**src/rtl/vtb_pkg.sv**
```systemverilog
// package for the virtual timer bank: sizes, codes, channel entry layout
// and the handshake structs between the control and the tick divider
// no dependencies
package vtb_pkg;

  localparam int NUM_CHANNELS  = 4;
  localparam int TICK_FREQ_HZ  = 4;
  localparam int US_PER_SECOND = 1000000;

  // channel address width
  localparam int CH_W = (NUM_CHANNELS > 1) ? $clog2(NUM_CHANNELS) : 1;
  // match period times tick rate
  localparam int PROD_W = 32 + $clog2(TICK_FREQ_HZ + 1);
  // divisor width, quotient width and scaled reciprocal of the divisor
  localparam int DIV_W = $clog2(US_PER_SECOND + 1);
  localparam int QUO_W = PROD_W - DIV_W + 1;
  localparam longint RECIP_VAL = (longint'(1) << PROD_W) / longint'(US_PER_SECOND);

  localparam int IRQ_W = 4;
  localparam int IN_W  = 40;
  localparam int OUT_W = 40;

  // command codes
  typedef enum logic [2:0] {
    ACT_TICK      = 3'd0,
    ACT_START     = 3'd1,
    ACT_READ      = 3'd2,
    ACT_SET_MATCH = 3'd3,
    ACT_GET_FLAG  = 3'd4,
    ACT_SET_EN    = 3'd5,
    ACT_GET_EN    = 3'd6
  } action_t;

  // set match status codes
  localparam logic [1:0] ST_OK        = 2'd0;
  localparam logic [1:0] ST_TOO_LONG  = 2'd1;
  localparam logic [1:0] ST_TOO_SHORT = 2'd2;

  typedef enum logic [2:0] {
    S_IDLE,
    S_DIV,
    S_READ,
    S_APPLY,
    S_TICK
  } state_t;

  // one channel as stored in the entry memory
  typedef struct packed {
    logic [31:0] count;
    logic [31:0] limit;
    logic        periodic;
    logic        enable;
    logic        flag;
  } entry_t;

  localparam int ENTRY_W = $bits(entry_t);

  typedef struct packed {
    logic              start;
    logic [PROD_W-1:0] dividend;
  } div_req_t;

  typedef struct packed {
    logic              done;
    logic [PROD_W-1:0] quot;
  } div_rsp_t;

endpackage

```
**src/rtl/vtb_ram.sv**
```systemverilog
// generic single write port, single read port ram with registered read
// no dependencies
module vtb_ram #(
  parameter int WIDTH = 8,
  parameter int DEPTH = 4
) (
  input  logic                                          clk,
  input  logic                                          we,
  input  logic [((DEPTH > 1) ? $clog2(DEPTH) : 1)-1:0] wa,
  input  logic [WIDTH-1:0]                              wd,
  input  logic [((DEPTH > 1) ? $clog2(DEPTH) : 1)-1:0] ra,
  output logic [WIDTH-1:0]                              rd
);

  logic [WIDTH-1:0] mem [DEPTH];

  // write port
  always_ff @(posedge clk) begin
    if (we) begin
      mem[wa] <= wd;
    end
  end

  // registered read port
  always_ff @(posedge clk) begin
    rd <= mem[ra];
  end

endmodule

```
**src/rtl/vtb_div.sv**
```systemverilog
// divider by the microseconds-per-second constant: reciprocal multiply, back
// multiply and one correction step, each in its own registered stage; depends on vtb_pkg
module vtb_div
  import vtb_pkg::*;
(
  input  logic     clk,
  input  logic     rst_n,
  input  div_req_t req,
  output div_rsp_t rsp
);

  localparam logic [PROD_W-1:0] DIVISOR = PROD_W'(US_PER_SECOND);
  localparam logic [DIV_W:0]    REM_LIM = (DIV_W + 1)'(US_PER_SECOND);
  localparam logic [QUO_W-1:0]  RECIP   = QUO_W'(RECIP_VAL);

  logic                    v0_r, v1_r, v2_r, done_r;
  logic [PROD_W-1:0]       x_r, x_nxt;
  logic [QUO_W-1:0]        est_r, est_nxt;
  logic [DIV_W:0]          rem_r, rem_nxt;
  logic [PROD_W-1:0]       quo_r, quo_nxt;
  logic [PROD_W+QUO_W-1:0] prod;
  logic [PROD_W-1:0]       back;
  logic [PROD_W-1:0]       diff;

  // estimate is the quotient or one below it, the remainder check fixes it
  always_comb begin
    x_nxt   = req.start ? req.dividend : x_r;
    prod    = (PROD_W + QUO_W)'(x_r) * (PROD_W + QUO_W)'(RECIP);
    est_nxt = prod[PROD_W+QUO_W-1:PROD_W];
    back    = PROD_W'(est_r) * DIVISOR;
    diff    = x_r - back;
    rem_nxt = diff[DIV_W:0];
    quo_nxt = PROD_W'(est_r) + PROD_W'(rem_r >= REM_LIM);
  end

  // stage valid bits
  always_ff @(posedge clk) begin
    if (!rst_n) begin
      v0_r   <= 1'b0;
      v1_r   <= 1'b0;
      v2_r   <= 1'b0;
      done_r <= 1'b0;
    end else begin
      v0_r   <= req.start;
      v1_r   <= v0_r;
      v2_r   <= v1_r;
      done_r <= v2_r;
    end
  end

  // datapath registers
  always_ff @(posedge clk) begin
    x_r   <= x_nxt;
    est_r <= est_nxt;
    rem_r <= rem_nxt;
    quo_r <= quo_nxt;
  end

  assign rsp.done = done_r;
  assign rsp.quot = quo_r;

endmodule

```
**src/rtl/virtual_timer_bank.sv**
```systemverilog
// virtual timer bank top level: request control, channel entry memory and
// tick conversion divider; depends on vtb_pkg, vtb_ram, vtb_div
// tick does one entry read-modify-write per channel; set match with a nonzero
// period also passes through the divider
// throughput: one request at a time; a waiting result holds the next request
// before its entry read. reset: valid bits
module virtual_timer_bank
  import vtb_pkg::*;
(
  input  logic             clk,
  input  logic             rst_n,
  // action[2:0], channel[4:3], match period[36:5], periodic[37],
  // clear_flag[38], enable_value[39]
  input  logic [IN_W-1:0]  in_tdata,
  input  logic             in_tvalid,
  output logic             in_tready,
  // status[1:0], count_value[33:2], bit_value[34], irq_mask[38:35]
  output logic [OUT_W-1:0] out_tdata,
  output logic             out_tvalid,
  input  logic             out_tready
);

  state_t            state_r, state_nxt;
  logic [CH_W-1:0]   idx_r, idx_nxt;
  action_t           act_r, act_nxt;
  logic [CH_W-1:0]   ch_r, ch_nxt;
  logic              ch_ok_r, ch_ok_nxt;
  logic              per_r, per_nxt;
  logic              clr_r, clr_nxt;
  logic              en_r, en_nxt;
  logic              pzero_r, pzero_nxt;
  logic [PROD_W-1:0] q_r, q_nxt;
  logic [IRQ_W-1:0]  irq_r, irq_nxt;
  logic [NUM_CHANNELS-1:0] vld_r;
  logic              rd_vld_r;
  logic              out_valid_r, out_valid_nxt;
  logic [OUT_W-1:0]  out_data_r, out_data_nxt;

  logic              in_fire, out_fire;
  action_t           in_act;
  logic [1:0]        in_ch;
  logic [31:0]       in_period;
  logic              in_ch_ok;

  logic              ram_we;
  logic [CH_W-1:0]   ram_wa, ram_ra;
  logic [ENTRY_W-1:0] ram_rd;
  entry_t            cur, upd;
  logic [31:0]       cnt1;
  logic              hit;
  logic [1:0]        res_status;
  logic [31:0]       res_count;
  logic              res_bit;
  logic [IRQ_W-1:0]  irq_bit;

  div_req_t          div_req;
  div_rsp_t          div_rsp;

  assign in_tready = (state_r == S_IDLE);
  assign in_fire   = in_tvalid && in_tready;
  assign out_fire  = out_tvalid && out_tready;
  assign in_act    = action_t'(in_tdata[2:0]);
  assign in_ch     = in_tdata[4:3];
  assign in_period = in_tdata[36:5];
  assign in_ch_ok  = ({30'd0, in_ch} < 32'(NUM_CHANNELS));

  // entry seen by the modify step, never-written entries read as zero
  assign cur     = rd_vld_r ? entry_t'(ram_rd) : '0;
  assign cnt1    = cur.count + 32'd1;
  assign hit     = (cnt1 >= cur.limit);
  assign irq_bit = (hit && cur.enable) ? (IRQ_W'(1) << idx_r) : '0;

  // request sequencer and read-modify-write of one entry
  always_comb begin
    state_nxt     = state_r;
    idx_nxt       = idx_r;
    act_nxt       = act_r;
    ch_nxt        = ch_r;
    ch_ok_nxt     = ch_ok_r;
    per_nxt       = per_r;
    clr_nxt       = clr_r;
    en_nxt        = en_r;
    pzero_nxt     = pzero_r;
    q_nxt         = q_r;
    irq_nxt       = irq_r;
    out_valid_nxt = out_fire ? 1'b0 : out_valid_r;
    out_data_nxt  = out_data_r;
    div_req.start    = 1'b0;
    div_req.dividend = PROD_W'(in_period) * PROD_W'(TICK_FREQ_HZ);
    ram_we        = 1'b0;
    ram_wa        = ch_r;
    ram_ra        = (act_r == ACT_TICK) ? idx_r : ch_r;
    upd           = cur;
    res_status    = ST_OK;
    res_count     = '0;
    res_bit       = 1'b0;

    unique case (state_r)
      S_IDLE: begin
        if (in_fire) begin
          act_nxt   = in_act;
          ch_nxt    = CH_W'(in_ch);
          ch_ok_nxt = in_ch_ok;
          per_nxt   = in_tdata[37];
          clr_nxt   = in_tdata[38];
          en_nxt    = in_tdata[39];
          pzero_nxt = (in_period == 32'd0);
          idx_nxt   = '0;
          irq_nxt   = '0;
          if (in_act == ACT_SET_MATCH && in_period != 32'd0 && in_ch_ok) begin
            div_req.start = 1'b1;
            state_nxt     = S_DIV;
          end else begin
            state_nxt = S_READ;
          end
        end
      end
      S_DIV: begin
        if (div_rsp.done) begin
          q_nxt     = div_rsp.quot;
          state_nxt = S_READ;
        end
      end
      S_READ: begin
        // read issues every cycle here; move on once the result slot is free
        if (!out_valid_r) begin
          state_nxt = (act_r == ACT_TICK) ? S_TICK : S_APPLY;
        end
      end
      S_TICK: begin
        ram_ra = idx_r + CH_W'(1);
        ram_wa = idx_r;
        ram_we = 1'b1;
        upd.count = cnt1;
        if (hit) begin
          upd.flag = 1'b1;
          if (cur.periodic) begin
            upd.count = '0;
          end else begin
            upd.enable = 1'b0;
          end
        end
        irq_nxt = irq_r | irq_bit;
        if (idx_r == CH_W'(NUM_CHANNELS - 1)) begin
          out_valid_nxt = 1'b1;
          out_data_nxt  = {1'b0, irq_r | irq_bit, 1'b0, 32'd0, ST_OK};
          state_nxt     = S_IDLE;
        end else begin
          idx_nxt = idx_r + CH_W'(1);
        end
      end
      S_APPLY: begin
        if (ch_ok_r) begin
          unique case (act_r)
            ACT_START: begin
              upd.count = '0;
              ram_we    = 1'b1;
            end
            ACT_READ: begin
              res_count = cur.count;
            end
            ACT_SET_MATCH: begin
              priority if (pzero_r) begin
                upd.enable   = 1'b0;
                upd.flag     = 1'b0;
                upd.periodic = 1'b0;
                ram_we       = 1'b1;
              end else if (|q_r[PROD_W-1:32]) begin
                res_status = ST_TOO_LONG;
              end else if (q_r[31:0] == 32'd0) begin
                res_status = ST_TOO_SHORT;
              end else begin
                upd.limit    = q_r[31:0];
                upd.periodic = per_r;
                upd.flag     = 1'b0;
                upd.count    = '0;
                upd.enable   = 1'b1;
                ram_we       = 1'b1;
              end
            end
            ACT_GET_FLAG: begin
              res_bit = cur.flag;
              if (clr_r) begin
                upd.flag = 1'b0;
                ram_we   = 1'b1;
              end
            end
            ACT_SET_EN: begin
              res_bit    = cur.enable;
              upd.enable = en_r;
              ram_we     = 1'b1;
            end
            ACT_GET_EN: begin
              res_bit = cur.enable;
            end
            default: begin
            end
          endcase
        end
        out_valid_nxt = 1'b1;
        out_data_nxt  = {1'b0, IRQ_W'(0), res_bit, res_count, res_status};
        state_nxt     = S_IDLE;
      end
      default: begin
        state_nxt = S_IDLE;
      end
    endcase
  end

  // control registers
  always_ff @(posedge clk) begin
    if (!rst_n) begin
      state_r     <= S_IDLE;
      out_valid_r <= 1'b0;
      vld_r       <= '0;
    end else begin
      state_r     <= state_nxt;
      out_valid_r <= out_valid_nxt;
      if (ram_we) begin
        vld_r[ram_wa] <= 1'b1;
      end
    end
  end

  // request fields, accumulators and result payload
  always_ff @(posedge clk) begin
    idx_r      <= idx_nxt;
    act_r      <= act_nxt;
    ch_r       <= ch_nxt;
    ch_ok_r    <= ch_ok_nxt;
    per_r      <= per_nxt;
    clr_r      <= clr_nxt;
    en_r       <= en_nxt;
    pzero_r    <= pzero_nxt;
    q_r        <= q_nxt;
    irq_r      <= irq_nxt;
    out_data_r <= out_data_nxt;
    rd_vld_r   <= vld_r[ram_ra];
  end

  assign out_tvalid = out_valid_r;
  assign out_tdata  = out_data_r;

  vtb_ram #(
    .WIDTH (ENTRY_W),
    .DEPTH (NUM_CHANNELS)
  ) u_ram (
    .clk (clk),
    .we  (ram_we),
    .wa  (ram_wa),
    .wd  (ENTRY_W'(upd)),
    .ra  (ram_ra),
    .rd  (ram_rd)
  );

  vtb_div u_div (
    .clk   (clk),
    .rst_n (rst_n),
    .req   (div_req),
    .rsp   (div_rsp)
  );

  // entry writes only come from the modify steps
  a_we_state: assert property (@(posedge clk) disable iff (!rst_n)
    ram_we |-> (state_r == S_APPLY || state_r == S_TICK))
    else $error("entry write outside a modify step");

  // a command result in the apply step is only made when the result slot is empty
  a_slot_free: assert property (@(posedge clk) disable iff (!rst_n)
    (state_r == S_APPLY) |-> !out_valid_r)
    else $error("result produced over a pending result");

  // the divider only reports back while the sequencer waits for it
  a_div_done: assert property (@(posedge clk) disable iff (!rst_n)
    div_rsp.done |-> (state_r == S_DIV))
    else $error("divider result with no waiting request");

  // an accepted request leaves idle
  a_accept_busy: assert property (@(posedge clk) disable iff (!rst_n)
    in_fire |=> (state_r != S_IDLE))
    else $error("sequencer stayed idle after a request");

endmodule
```
**config.mk**
```make
export PLATFORM = sky130hd
export DESIGN_NAME = virtual_timer_bank
export DESIGN_NICKNAME = d
export VERILOG_FILES = /design/src/rtl/vtb_pkg.sv /design/src/rtl/vtb_ram.sv /design/src/rtl/vtb_div.sv /design/src/rtl/virtual_timer_bank.sv
export SDC_FILE = /design/constraint.sdc
export NUM_CORES = 1
export LEC_CHECK = 0
export BUFFER_PORTS_ARGS = -buffer_cell sky130_fd_sc_hd__buf_2
export CORE_ASPECT_RATIO = 1.2
export CORE_UTILIZATION = 40
export DETAILED_ROUTE_END_ITERATION = 10
export PLACE_DENSITY = 0.59
export SYNTH_ARGS = -nofsm -noshare
export SYNTH_HDL_FRONTEND = slang
export SYNTH_SLANG_ARGS = --single-unit
```
**constraint.sdc**
```tcl
create_clock -name clk -period 6.1 [get_ports clk]
set_input_delay 1.83 -clock clk [delete_from_list [all_inputs] [get_ports clk]]
set_output_delay 1.83 -clock clk [all_outputs]
set_load 0.02 [all_outputs]
```
# After elaboration in Yosys (flattened, before gate mapping)
# Memory sizes are Yosys's and may differ from the RTL's. A register that Yosys moved wholly into a read port is not among the register bits.
# Cells that the tools add are included.
[classes]
eq_ne = 17
n_lt_le_gt_ge = 5
bitwise = 2
shift = 1
n_reduce_logical = 21
mux = 59
add_sub_neg = 4
multipliers = 2
[ops]
columns = ["operator", "n"]
rows = [
  ["67-bit two-way mux", 3],
  ["32-bit one-hot mux with 2 select lines", 2],
  ["32-bit two-way mux", 3],
  ["40-bit one-hot mux with 2 select lines", 1],
  ["33-bit two-way mux", 2],
  ["32-bit zero test", 2],
  ["64-bit two-way mux", 1],
  ["32-bit by 16-bit multiplier with 48-bit output, second input constant", 1],
  ["40-bit two-way mux", 1],
  ["32-bit by 1-bit adder with 32-bit output, second input constant", 1],
  ["32-bit greater-or-equal comparator", 1],
  ["32-bit nonzero test", 1],
  ["2-bit two-way mux", 11],
  ["21-bit by 20-bit greater-or-equal comparator with 1-bit output, second input constant", 1],
  ["21-bit subtractor", 1],
  ["3-bit two-way mux", 6],
  ["16-bit by 1-bit adder with 17-bit output", 1],
  ["16-bit by 14-bit multiplier with 15-bit output, second input constant", 1],
  ["3-bit by 2-bit == test with 1-bit output, second input constant", 5],
  ["1-bit two-way mux", 15],
  ["3-bit == test, second input constant", 4],
  ["3-bit one-hot mux with 4 select lines", 1],
  ["1-bit one-hot mux with 2 select lines", 5],
  ["4-bit two-way mux", 2],
  ["22 further kinds", 39],
]
[word_totals]
word_cells = 134
reg_bits = 207
mem_bits_rw = 268
input_bits = 44
mem_count = 1
out_inout_bits = 42
[memory_table]
columns = ["name", "depth", "word_bits", "read_ports", "rd_ports_with_merged_regs", "write_ports", "line_no", "rtl"]
rows = [
  ["u_ram.mem", 4, 67, 1, 1, 1, "vtb_ram.sv:15", "logic [WIDTH-1:0] mem [DEPTH];"],
]

# Longest topological paths before layout
# Gate-level depths: netlist of the first run.
[logic_depth]
depth_word = 8
mapped_depth = 25
ltp_nobuf = 21

# By module
# A second synthesis of the first run with hierarchy kept.
[unflattened]
cells_unflattened = 2423
area_unflattened_um2 = 30574.3
[by_module_without_submodules]
columns = ["mod", "seq_area_each_um2", "area_each_um2", "n_inst", "cells_per_inst"]
rows = [
  ["vtb_div", 2212.1, 13000.0, 1, 1293],
  ["vtb_ram", 9389.0, 11074.4, 1, 421],
  ["virtual_timer_bank", 2852.7, 6500.0, 1, 709],
]

# Worst setup path before layout of the first run
# OpenSTA, ideal clock, no wires.
[synth_timing]
kind = "reg2reg"
from = "register state_r[0]"
to = "memory u_ram.mem[3][0] (netlist bit) (enable)"
path_stages_with_launch = 5
n_path_buf = 1
synth_period_minus_slack_ns = 6.731
setup_time_ns = 0.597
slack_ns = -0.631
required_ns = 5.503
arrival_ns = 6.134
cell_sequence = "dfxtp_1 -> clkbuf_1 -> and3b_1 -> a21bo_2 -> o32ai_1"
[synth_between]
elab_chain_len = 4
word_cells_on_any_way = 6
cone_classes = "eq/ne: 2; mux: 4"
[synth_lines]
columns = ["element", "line_no", "rtl"]
rows = [
  ["start: declaration", "virtual_timer_bank.sv:23", "state_t state_r, state_nxt;"],
  ["start signal: assignment", "virtual_timer_bank.sv:217", "state_r <= state_nxt;"],
  ["3-bit by 2-bit == test with 1-bit output / 3-bit == test (equally long branches)", "virtual_timer_bank.sv:98", "unique case (state_r)"],
  ["1-bit one-hot mux with 2 select lines", "virtual_timer_bank.sv:98", ""],
  ["1-bit two-way mux", "vtb_ram.sv:19", "if (we) begin"],
  ["1-bit two-way mux (implied by the code)", "vtb_ram.sv:20", "mem[wa] <= wd;"],
  ["end: declaration", "vtb_ram.sv:15", ""],
]
# Parallel ways exist; a longest one is shown, timed or not.

# Final worst setup path of the first run
[layout_timing]
from = "register u_div.x_r[19]"
to = "register u_div.est_r[13]"
[layout_between]
elab_chain_len = 1
[layout_lines]
columns = ["element", "line_no", "rtl"]
rows = [
  ["start: declaration", "vtb_div.sv:17", "logic [PROD_W-1:0] x_r, x_nxt;"],
  ["start signal: assignment", "vtb_div.sv:53", "x_r <= x_nxt;"],
  ["32-bit by 16-bit multiplier with 48-bit output", "vtb_div.sv:28", "prod = (PROD_W + QUO_W)'(x_r) * (PROD_W + QUO_W)'(RECIP);"],
  ["via u_div.prod[48]", "vtb_div.sv:21", "logic [PROD_W+QUO_W-1:0] prod;"],
  ["end signal: assignment", "vtb_div.sv:54", "est_r <= est_nxt;"],
  ["end: declaration", "vtb_div.sv:18", "logic [QUO_W-1:0] est_r, est_nxt;"],
]
# The timed path passes the listed nets, and every way through them passes these cells.
# A chain may end at the register's enable or synchronous reset.

==> results_dict.tcl, run 1 <==
set metrics [dict create \
    status "finished, final reports clean" \
    whs_endpoint "q_r[8]" \
    ios 86 \
    clockBufferDepth 3 \
    p_total_uw 17260 \
    synth.distinct_cells 80 \
    clock_latency_ns 0.62 \
    initial_core_util_pct 40.71 \
    min_path_type "flip-flop to flip-flop" \
    final_cell_mix "inv_1 (397), edfxtp_1 (369), ha_1 (272), fa_1 (175), dfxtp_1 (125)" \
    synth_cells 2242 \
    final_common_cell "inv_1" \
    cts-root-buf "clkbuf_16" \
    yosys_warnings 0 \
    r2r_cells 19 \
    grt_pass1_wl_mm 101.4 \
    whs_path_depth 0 \
    ys_ff_latch 495 \
    post-route-min-period_ns 5.812 \
    cts_tree "built" \
    regToRegSetupSlack_ns 0.29 \
    gp_congestion 0.8812 \
    drtIter0Drc 763 \
    finClkSkew_ns 0.02337 \
    coreArea_mm2 0.07003 \
    track_usage_pct 18.10 \
    relSlewSlack_pct 30.08 \
    detail_route.wl_per_cell_um 19.03 \
    clock.fmax_mhz 172.1 \
    ir_drop_uv 654.2 \
    seqPwrFrac_pct 25.7 \
    grt-ovfl-total 0 \
    area_growth_pct 12.67 \
    slew_viol_final 0 \
    cp_max_fo 6 \
    portBuffers 83 \
    p_leak_uw 0.01348 \
    grt_pass1_vias 18030 \
    wl_mm 63.50 \
    hold_violations 0 \
    arrival_ns 6.34 \
    grt_max_degree 53 \
    holdCritStartpoint "u_div.quo_r[8]" \
    vias_per_cell 5.069 \
    cts_hold_buf 0 \
    fp.dieW_um 245.7 \
    cts_buffers 54 \
    power.internal_uw 10350 \
    first_pass_iters 5 \
    synth_edf_count 369 \
    fin_ws_ns 0.2880 \
    clk_pin_slew_ns 0.05 \
    start_kind "flip-flop" \
    postRouteAntennaNets 0 \
    synth-main-ff-cell "edfxtp_1" \
    p_per_area_mw_per_mm2 537.5 \
    clockPowerShare_pct 19.0 \
    drive_above_1_share_pct 13.72 \
    syn_area_mm2 0.02851 \
    dr_total_vias 16920 \
    critPathRequiredTime_ns 6.63 \
    r2r_start "u_div.x_r[19]" \
    die_area_mm2 0.07234 \
    n_antenna_cell 0 \
    antenna_found_initial 0 \
    fp-row-count 106 \
    nNetsFinal 2864 \
    reg2reg_to "u_div.est_r[13]" \
    power.switching_uw 6909 \
    finalSetupViolCount 0 \
    async_flop_share_pct 0 \
    switching_share_pct 40.02 \
    syn_area_per_cell_um2 12.72 \
    fin_setup_tns_ns 0 \
    cts_max_level 2 \
    tightest_slew_ns 1.046 \
    drc 0 \
    ys_seq_area_share_pct 47.72 \
    critical_path_class "flip-flop to flip-flop" \
    cp-end-kind "flip-flop" \
    finalCritPeriodShare_pct 95.28 \
    dieHeight_um 294.4 \
    rsz0062_at_grt "false" \
    pre_cts_slack_ns 0.004735 \
    dp_hpwl_mm 47.10 \
    combPwrFrac_pct 55.2 \
    cts_sinks 495 \
    max_cap_violations 0 \
]
-- worst max-delay path, stage by stage (launching register included) --
cell and delay, ns:
edfxtp_1 0.48, ha_1 0.32, inv_1 0.08, fa_1 0.53
inv_1 0.04, ha_1 0.29, fa_1 0.49, fa_1 0.57
inv_1 0.06, fa_1 0.53, inv_1 0.05, ha_1 0.32
a2111oi_1 0.41, o211ai_1 0.19, a31oi_2 0.27, o31ai_4 0.16
a31oi_4 0.30, o21bai_2 0.17, a311oi_2 0.32, xnor2_1 0.15
-- worst max-delay path by stage --
stage                        startpoint  depth (start not counted)               to
final                     u_div.x_r[19]                         19  u_div.est_r[13]
after global routing       u_div.x_r[9]                         19  u_div.est_r[13]
after floorplan              state_r[0]                          4  u_ram.mem[3][0]
after detailed placement  u_div.x_r[19]                         19  u_div.est_r[11]
after CTS                  u_div.x_r[9]                         18  u_div.est_r[13]
after global placement    u_div.x_r[19]                         19  u_div.est_r[11]
-- cells in the mapped netlist, drive strengths merged, types with 14 or more instances --
library cell	n	area share, %
buf	30	0.65
mux4	68	5.4
fa	175	12
a21oi	70	1.2
and2	24	0.53
o21a	14	0.39
dfxtp	126	8.8
xor2	17	0.52
xnor2	72	2.2
o21ai	42	0.74
nand3	43	0.79
nand4	20	0.46
clkbuf	30	0.40
and3	30	0.66
inv	398	5.2
edfxtp	369	39
nor4	18	0.45
ha	272	12
nand2	123	1.6
a21o	22	0.58
nor2	92	1.2
nor3	32	0.62
-- flip-flops by register name (all words and copies together), names as in the netlist, 2 cells and up --
name,cells
ch_r,2
u_ram.rd,67
irq_r,4
u_div.rem_r,15
u_div.x_r,32
u_div.est_r,15
vld_r,4
q_r,16
u_ram.mem,268
act_r,3
out_tdata,38
u_div.quo_r,16
idx_r,2
state_r,3
-- area by class of cell --
| type | instances | area (um^2) |
|---|---|---|
| Sequential cell | 495 | 13610 |
| Tap cell | 918 | 1149 |
| Inverter | 398 | 1494 |
| Fill cell | 6335 | 37910 |
| Timing Repair Buffer | 134 | 798.3 |
| Clock inverter | 35 | 369.1 |
| Clock buffer | 67 | 1440 |
| Multi-Input combinational cell | 1290 | 13260 |
-- cells by family (layout without fill, tap and decap cells) --
group	Yosys count	count (layout)	share of synthesized area, %
muxes	70	70	5.447
buffers and inverters	458	634	6.285
adders and majority gates	447	447	24.23
other	1	2	0.01315
DFF	495	495	47.72
AOI/OAI and AO/OA	257	257	6.171
and+or+nand+nor	425	425	7.404
xor gates and xnor gates	89	89	2.734
-- stage by stage --
step | cells | instance area (um^2) | util (%) | hold WS [ns]
6_report | 3337 | 32120 | 45.87 | 0.4014
5_1_grt | 3337 | 32120 | 45.87 | 0.4081
4_1_cts | 3335 | 32070 | 45.80 | 0.4022
3_5_place_dp | 3233 | 30250 | 43.20 | 0.3887
3_3_place_gp | 3233 | 30250 | 43.20 | 0.3874
2_1_floorplan | 2243 | 28510 | - | 0.3855
-- power groups by stage --
stage               registers (uW)  clock network (uW)  logic, uW
floorplan                     4440                   0       7480
global placement              4500                   0       9230
detailed placement            4510                   0       9450
CTS                           4440                3370       9550
global route                  4480                3500      10800
finish                        4440                3290       9530
-- timing repair --
action | in CTS | in global routing
buffers inserted | 0 | 2
gates resized for setup | 1 | 7
setup endpoints to repair | 1 | 15
gates cloned | 0 | 0
-- metal layers --
| metal | GRT usage (%) | share of wire, % |
|---|---|---|
| met5 | 0 | 0 |
| met4 | 4.302 | 1.9 |
| met3 | 2.395 | 3.7 |
| met2 | 32.92 | 52 |
| met1 | 22.53 | 42 |
(Power assumes the default switching activity.)
==> inputs of run 2 (changes only) <==
--- a/config.mk
+++ b/config.mk
@@ -9,7 +9,7 @@
 export CORE_ASPECT_RATIO = 1.2
 export CORE_UTILIZATION = 40
 export DETAILED_ROUTE_END_ITERATION = 10
-export PLACE_DENSITY = 0.59
+export PLACE_DENSITY = 0.62
 export SYNTH_ARGS = -nofsm -noshare
 export SYNTH_HDL_FRONTEND = slang
 export SYNTH_SLANG_ARGS = --single-unit
==> run 2 against run 1 <==
Net effect:
- combinational power rose by 1%
- total power is 1.1% higher
- sequential share of layout area shrank 0.063 points
- routed wire length fell by 1.2%
- clock power up 2%
==> results_dict.tcl, run 2 (synthesis results as in run 1) <==
set metrics [dict create \
    status "finished, final reports clean" \
    vias_per_cell 5.105 \
    detail_route.wl_per_cell_um 18.80 \
    power.switching_uw 7033 \
    arrival_ns 6.27 \
    wl_mm 62.72 \
    seqPwrFrac_pct 25.4 \
    cts_max_level 2 \
    p_per_area_mw_per_mm2 542.8 \
    hold_violations 0 \
    largest_register_ffs 268 \
    p_total_uw 17460 \
    cts_tree "built" \
    fp-row-count 106 \
    top_register "u_ram.mem" \
    cp-end-kind "flip-flop" \
    area_growth_pct 12.84 \
    power.internal_uw 10430 \
    tightest_slew_ns 1.090 \
    cp_slowest_stage_delay_ns 0.55 \
    cts_sinks 495 \
    critical_path_class "flip-flop to flip-flop" \
    ios 86 \
    die_area_mm2 0.07234 \
    dieHeight_um 294.4 \
    dr_total_vias 17030 \
    n_antenna_cell 0 \
    cp_max_fo 6 \
    max_cap_violations 0 \
    clockPowerShare_pct 19.3 \
    start_kind "flip-flop" \
    drtIter0Drc 944 \
    cts_hold_buf 0 \
    track_usage_pct 17.96 \
    clk_pin_slew_ns 0.06 \
    min_path_type "flip-flop to flip-flop" \
    drive_above_1_share_pct 13.72 \
    p_leak_uw 0.01349 \
    fp.dieW_um 245.7 \
    nNetsFinal 2864 \
    grt_pass1_vias 18490 \
    ir_drop_uv 690.7 \
    finClkSkew_ns 0.04255 \
    cp_num_buf_inv 4 \
    relSlewSlack_pct 27.11 \
    critPathSlowestCell "fa_1" \
    post-route-min-period_ns 5.760 \
    finalCritPeriodShare_pct 94.42 \
    fin_cells 3337 \
    grt_max_degree 69 \
    postRouteAntennaNets 0 \
    clockBufferDepth 3 \
    crit_chain "ha_1 -> inv_1 -> fa_1 -> inv_1 -> ha_1 -> fa_1 -> fa_1 -> inv_1 -> fa_1 -> inv_1 -> ha_1 -> a2111oi_1 -> o211ai_1 -> a31oi_2 -> o31ai_4 -> a31oi_4 -> o21bai_2 -> a311o_1 -> a21oi_1" \
    critPathRequiredTime_ns 6.61 \
    final_common_cell "inv_1" \
    grt_pass1_wl_mm 101.1 \
    clock.fmax_mhz 173.6 \
    coreArea_mm2 0.07003 \
    first_pass_iters 7 \
    dp_hpwl_mm 46.35 \
    rsz0062_at_grt "false" \
    combPwrFrac_pct 55.3 \
    finalSetupViolCount 0 \
    clock_latency_ns 0.62 \
    final_core_util_pct 45.94 \
    switching_share_pct 40.28 \
    holdWs_ns 0.3966 \
    initial_core_util_pct 40.71 \
    final_cell_mix "inv_1 (397), edfxtp_1 (369), ha_1 (272), fa_1 (175), dfxtp_1 (125)" \
    grt-ovfl-total 0 \
    gp_congestion 0.9034 \
    portBuffers 83 \
    dp_cells 3233 \
    cts-root-buf "clkbuf_16" \
    crit_family "adder cells" \
    slew_viol_final 0 \
    drc 0 \
    antenna_found_initial 0 \
    cts_buffers 54 \
]
-- run 2: changes by cell type in the layout (fill, tap and decap cells not counted), sizes merged --
cell,previous run,this run
bufinv,5,7
clkinv,21,17
clkinvlp,2,5
clkbuf,67,68
inv,405,403
-- run 2: repair_timing --
action / in CTS / in global routing
gates resized for setup: 0 / 5
hold endpoints to repair: 0 / 0
setup endpoints to repair: 0 / 8
setup buffers: 0 / 2
-- run 2: final cells by class --
type / instances / area (um^2)
fill: 6304 / 37860
sequential: 495 / 13610
multi-input combinational: 1290 / 13240
inverter: 398 / 1494
clock buffer: 68 / 1455
tap: 918 / 1149
timing repair buffer: 134 / 810.8
clock inverter: 34 / 414.1
-- run 2: final timing paths --
path,slack (ns),cells past startpoint,to,from
setup reg to reg,0.34,19,u_div.est_r[12],u_div.x_r[19]
setup / recovery,0.34,19,u_div.est_r[12],u_div.x_r[19]
hold / removal,0.40,0,q_r[6],u_div.quo_r[6]
hold reg to reg,0.40,0,q_r[6],u_div.quo_r[6]
-- run 2: through the flow --
stage / TNS (ns) / cell area, um^2 / worst slack, ns
5_1_grt: 0 / 32170 / 0.03871
4_1_cts: 0 / 32130 / 0.1249
2_1_floorplan: -157.49 / 28510 / -0.6308
6_report: 0 / 32170 / 0.3403
3_5_place_dp: 0 / 30270 / 0.1981
3_3_place_gp: 0 / 30270 / 0.2798
-- run 2: metal layers --
layer,GRT usage [%],up-vias,share of wire (%)
met5,0,-,0
met4,5.999,0,3.1
met3,2.085,112,3.7
met2,32.76,390,52
met1,21.81,8463,41
li1,-,8069,-
-- run 2: power groups by stage --
stage | Combinational [uW] | Clock [uW] | Sequential [uW]
3_3_place_gp | 9270 | 0 | 4490
4_1_cts | 9610 | 3460 | 4430
5_1_grt | 10900 | 3570 | 4480
6_report | 9650 | 3370 | 4440
2_1_floorplan | 7480 | 0 | 4440
3_5_place_dp | 9510 | 0 | 4500
-- run 2: worst reg2reg max path: cells and delay by family, from the launching register on --
family                   cells  cell delay, ns
AO/OA/AOI/OAI                8            1.89
buffers and inverters        4            0.21
flip-flops                   1            0.49
adder cells (fa/ha/maj)      7            3.06
==> inputs of run 3 (changes only) <==
--- a/config.mk
+++ b/config.mk
@@ -5,6 +5,7 @@
 export SDC_FILE = /design/constraint.sdc
 export NUM_CORES = 1
 export LEC_CHECK = 0
+export ABC_AREA = 1
 export BUFFER_PORTS_ARGS = -buffer_cell sky130_fd_sc_hd__buf_2
 export CORE_ASPECT_RATIO = 1.2
 export CORE_UTILIZATION = 40
==> run 3 against run 2 <==
Net effect:
- final area rose by 5.1%
- global-route usage rose by 1.9 points
- routed wire length rose by 20%
- clock skew fell by 0.012 ns
- clock power barely moved
- cell count rose by 29%
- largest power group unchanged
==> results_dict.tcl, run 3 <==
set metrics [dict create \
    slew_viol_final 0 \
    track_usage_pct 19.83 \
    synth_xor_area_share_pct 2.014 \
    final_core_util_pct 45.00 \
    crit_top_cell "inv_1" \
    status "finished, final reports clean" \
    cts_hold_buf 0 \
    final_area_mm2 0.03382 \
    clk_pin_slew_ns 0.06 \
    cp_num_buf_inv 5 \
    arrival_ns 5.97 \
    final_common_cell "inv_1" \
    initial_core_util_pct 40.51 \
    yosysTopAreaCellShare_pct 36.40 \
    largest_register_ffs 268 \
    ir_drop_uv 562.2 \
    final_cell_mix "inv_1 (589), nand2_1 (471), edfxtp_1 (369), nor2_1 (348), ha_1 (272)" \
    p_total_uw 20100 \
    synthTopCellsByCount "inv_1 (593), nand2_1 (472), edfxtp_1 (369), nor2_1 (348), ha_1 (272)" \
    dp_hpwl_mm 56.47 \
    finalCritPeriodShare_pct 89.72 \
    synth_cells 3173 \
    max_cap_violations 0 \
    ys_seq_area_share_pct 44.68 \
    fp-row-count 110 \
    first_pass_iters 7 \
    syn_area_mm2 0.03044 \
    cts_sinks 495 \
    regToRegSetupSlack_ns 0.63 \
    grt-ovfl-total 0 \
    area_growth_pct 11.08 \
    fp.dieW_um 253.8 \
    synth-simple-area-share_pct 13.86 \
    clock.fmax_mhz 182.7 \
    postRouteAntennaNets 0 \
    grt_pass1_wl_mm 118.6 \
    cts-root-buf "clkbuf_16" \
    clockBufferDepth 3 \
    antenna_found_initial 1 \
    synth_area_leaders "edfxtp_1 (36%), fa_1 (12%), ha_1 (11%)" \
    finClkSkew_ns 0.03026 \
    synth_most_common_cell "inv_1" \
    async_flop_share_pct 0 \
    hold_violations 0 \
    grt_max_degree 97 \
    clock_latency_ns 0.61 \
    dieHeight_um 304.2 \
    cts_tree "built" \
    synth_edf_count 369 \
    drtIter0Drc 1170 \
    fin_setup_tns_ns 0 \
    die_area_mm2 0.07722 \
    critPathSlowestCell "edfxtp_1" \
    rsz0062_at_grt "false" \
    start_kind "flip-flop" \
    syn_area_per_cell_um2 9.595 \
    relSlewSlack_pct 27.75 \
    coreArea_mm2 0.07515 \
    n_antenna_cell 0 \
    synth-main-ff-cell "edfxtp_1" \
    detail_route.wl_per_cell_um 17.51 \
    drc 0 \
    post-route-min-period_ns 5.473 \
    fillers 7266 \
    critPathRequiredTime_ns 6.60 \
    dpl_cell_area_mm2 0.03197 \
    cts_max_level 2 \
    nNetsFinal 3749 \
    critical_path_class "flip-flop to flip-flop" \
    p_leak_uw 0.01527 \
    dr_total_vias 21500 \
    synth.distinct_cells 48 \
    yosys_warnings 0 \
    cp_slowest_stage_delay_ns 0.57 \
    min_path_type "flip-flop to flip-flop" \
    synth_adder_area_share_pct 22.69 \
    synthMuxAreaShare_pct 0.03288 \
    wl_mm 75.48 \
    post_cts_buffers 0 \
    synth_top_area_cell "edfxtp_1" \
    tightest_slew_ns 1.084 \
    drive_above_1_share_pct 7.117 \
    cts_buffers 52 \
    finalSetupViolCount 0 \
    cts-resized-gates 0 \
    synth_compound_area_share_pct 8.076 \
    portBuffers 83 \
    top_register "u_ram.mem" \
    cp_max_fo 6 \
    crit_chain "ha_1 -> inv_1 -> fa_1 -> inv_1 -> ha_1 -> fa_1 -> fa_1 -> inv_1 -> fa_1 -> inv_1 -> ha_1 -> nand2_1 -> nor2_1 -> inv_1 -> nor2_1 -> nand3_1 -> nor2_1 -> o21ai_0 -> o21ai_0 -> nor2_1 -> nand3_1 -> nand2_1" \
    ios 86 \
    ys_ff_latch 495 \
    synth_top_family_by_area "adder cells" \
    p_per_area_mw_per_mm2 594.3 \
    grt_pass1_vias 22460 \
    crit_family "adder cells" \
    vias_per_cell 4.989 \
    gp_congestion 0.9545 \
    cp-end-kind "flip-flop" \
    dp_cells 4212 \
    fin_cells 4310 \
]
## run 3: layout make-up
class | count | area (um^2) | share of cell area [%]
clock buffers | 60 | 1383 | 4.088
clock inverters | 38 | 462.9 | 1.369
inverters | 612 | 2305 | 6.815
multi-input cells | 1995 | 14240 | 42.11
flip-flops and latches | 495 | 13610 | 40.24
well taps | 1008 | 1261 | 3.729
repair buffers | 102 | 558.0 | 1.650
## run 3: path summary, 6_finish.rpt
check	end	cells after the start	startpoint
hold reg to reg	q_r[8]	0	u_div.quo_r[8]
setup / recovery	u_div.est_r[4]	22	u_div.x_r[26]
setup reg to reg	u_div.est_r[4]	22	u_div.x_r[26]
hold / removal	q_r[8]	0	u_div.quo_r[8]
## run 3: through the flow
stage | hold WS, ns | worst slack, ns
after floorplan | 0.3855 | 1.283
after global placement | 0.3862 | 0.5984
after detailed placement | 0.3887 | 0.6333
after CTS | 0.4019 | 0.6381
after global routing | 0.4102 | 0.2977
final | 0.3924 | 0.6273
## run 3: metal layers
metal	vias to the layer above	GRT usage (%)	routed length (um)
met3	206	2.061	2447
met1	10280	22.22	29610
met5	-	0	0
li1	10520	-	-
met2	498	37.01	39820
met4	0	9.414	3603
## run 3: cell families (layout without fill, tap and decap cells)
group,Yosys count,count (layout)
DFF,495,495
buffers and inverters,684,812
adders and majority gates,447,447
other,1,2
xor gates and xnor gates,70,70
and+or+nand+nor,1025,1025
AOI/OAI and AO/OA,450,450
muxes,1,1
## run 3: where the power goes
part | leakage (uW) | internal, uW | switching, uW
Combinational | 0.00993 | 4390 | 7630
Clock | 0.000910 | 2020 | 1360
Sequential | 0.00444 | 4380 | 322
Total | 0.0153 | 10800 | 9310
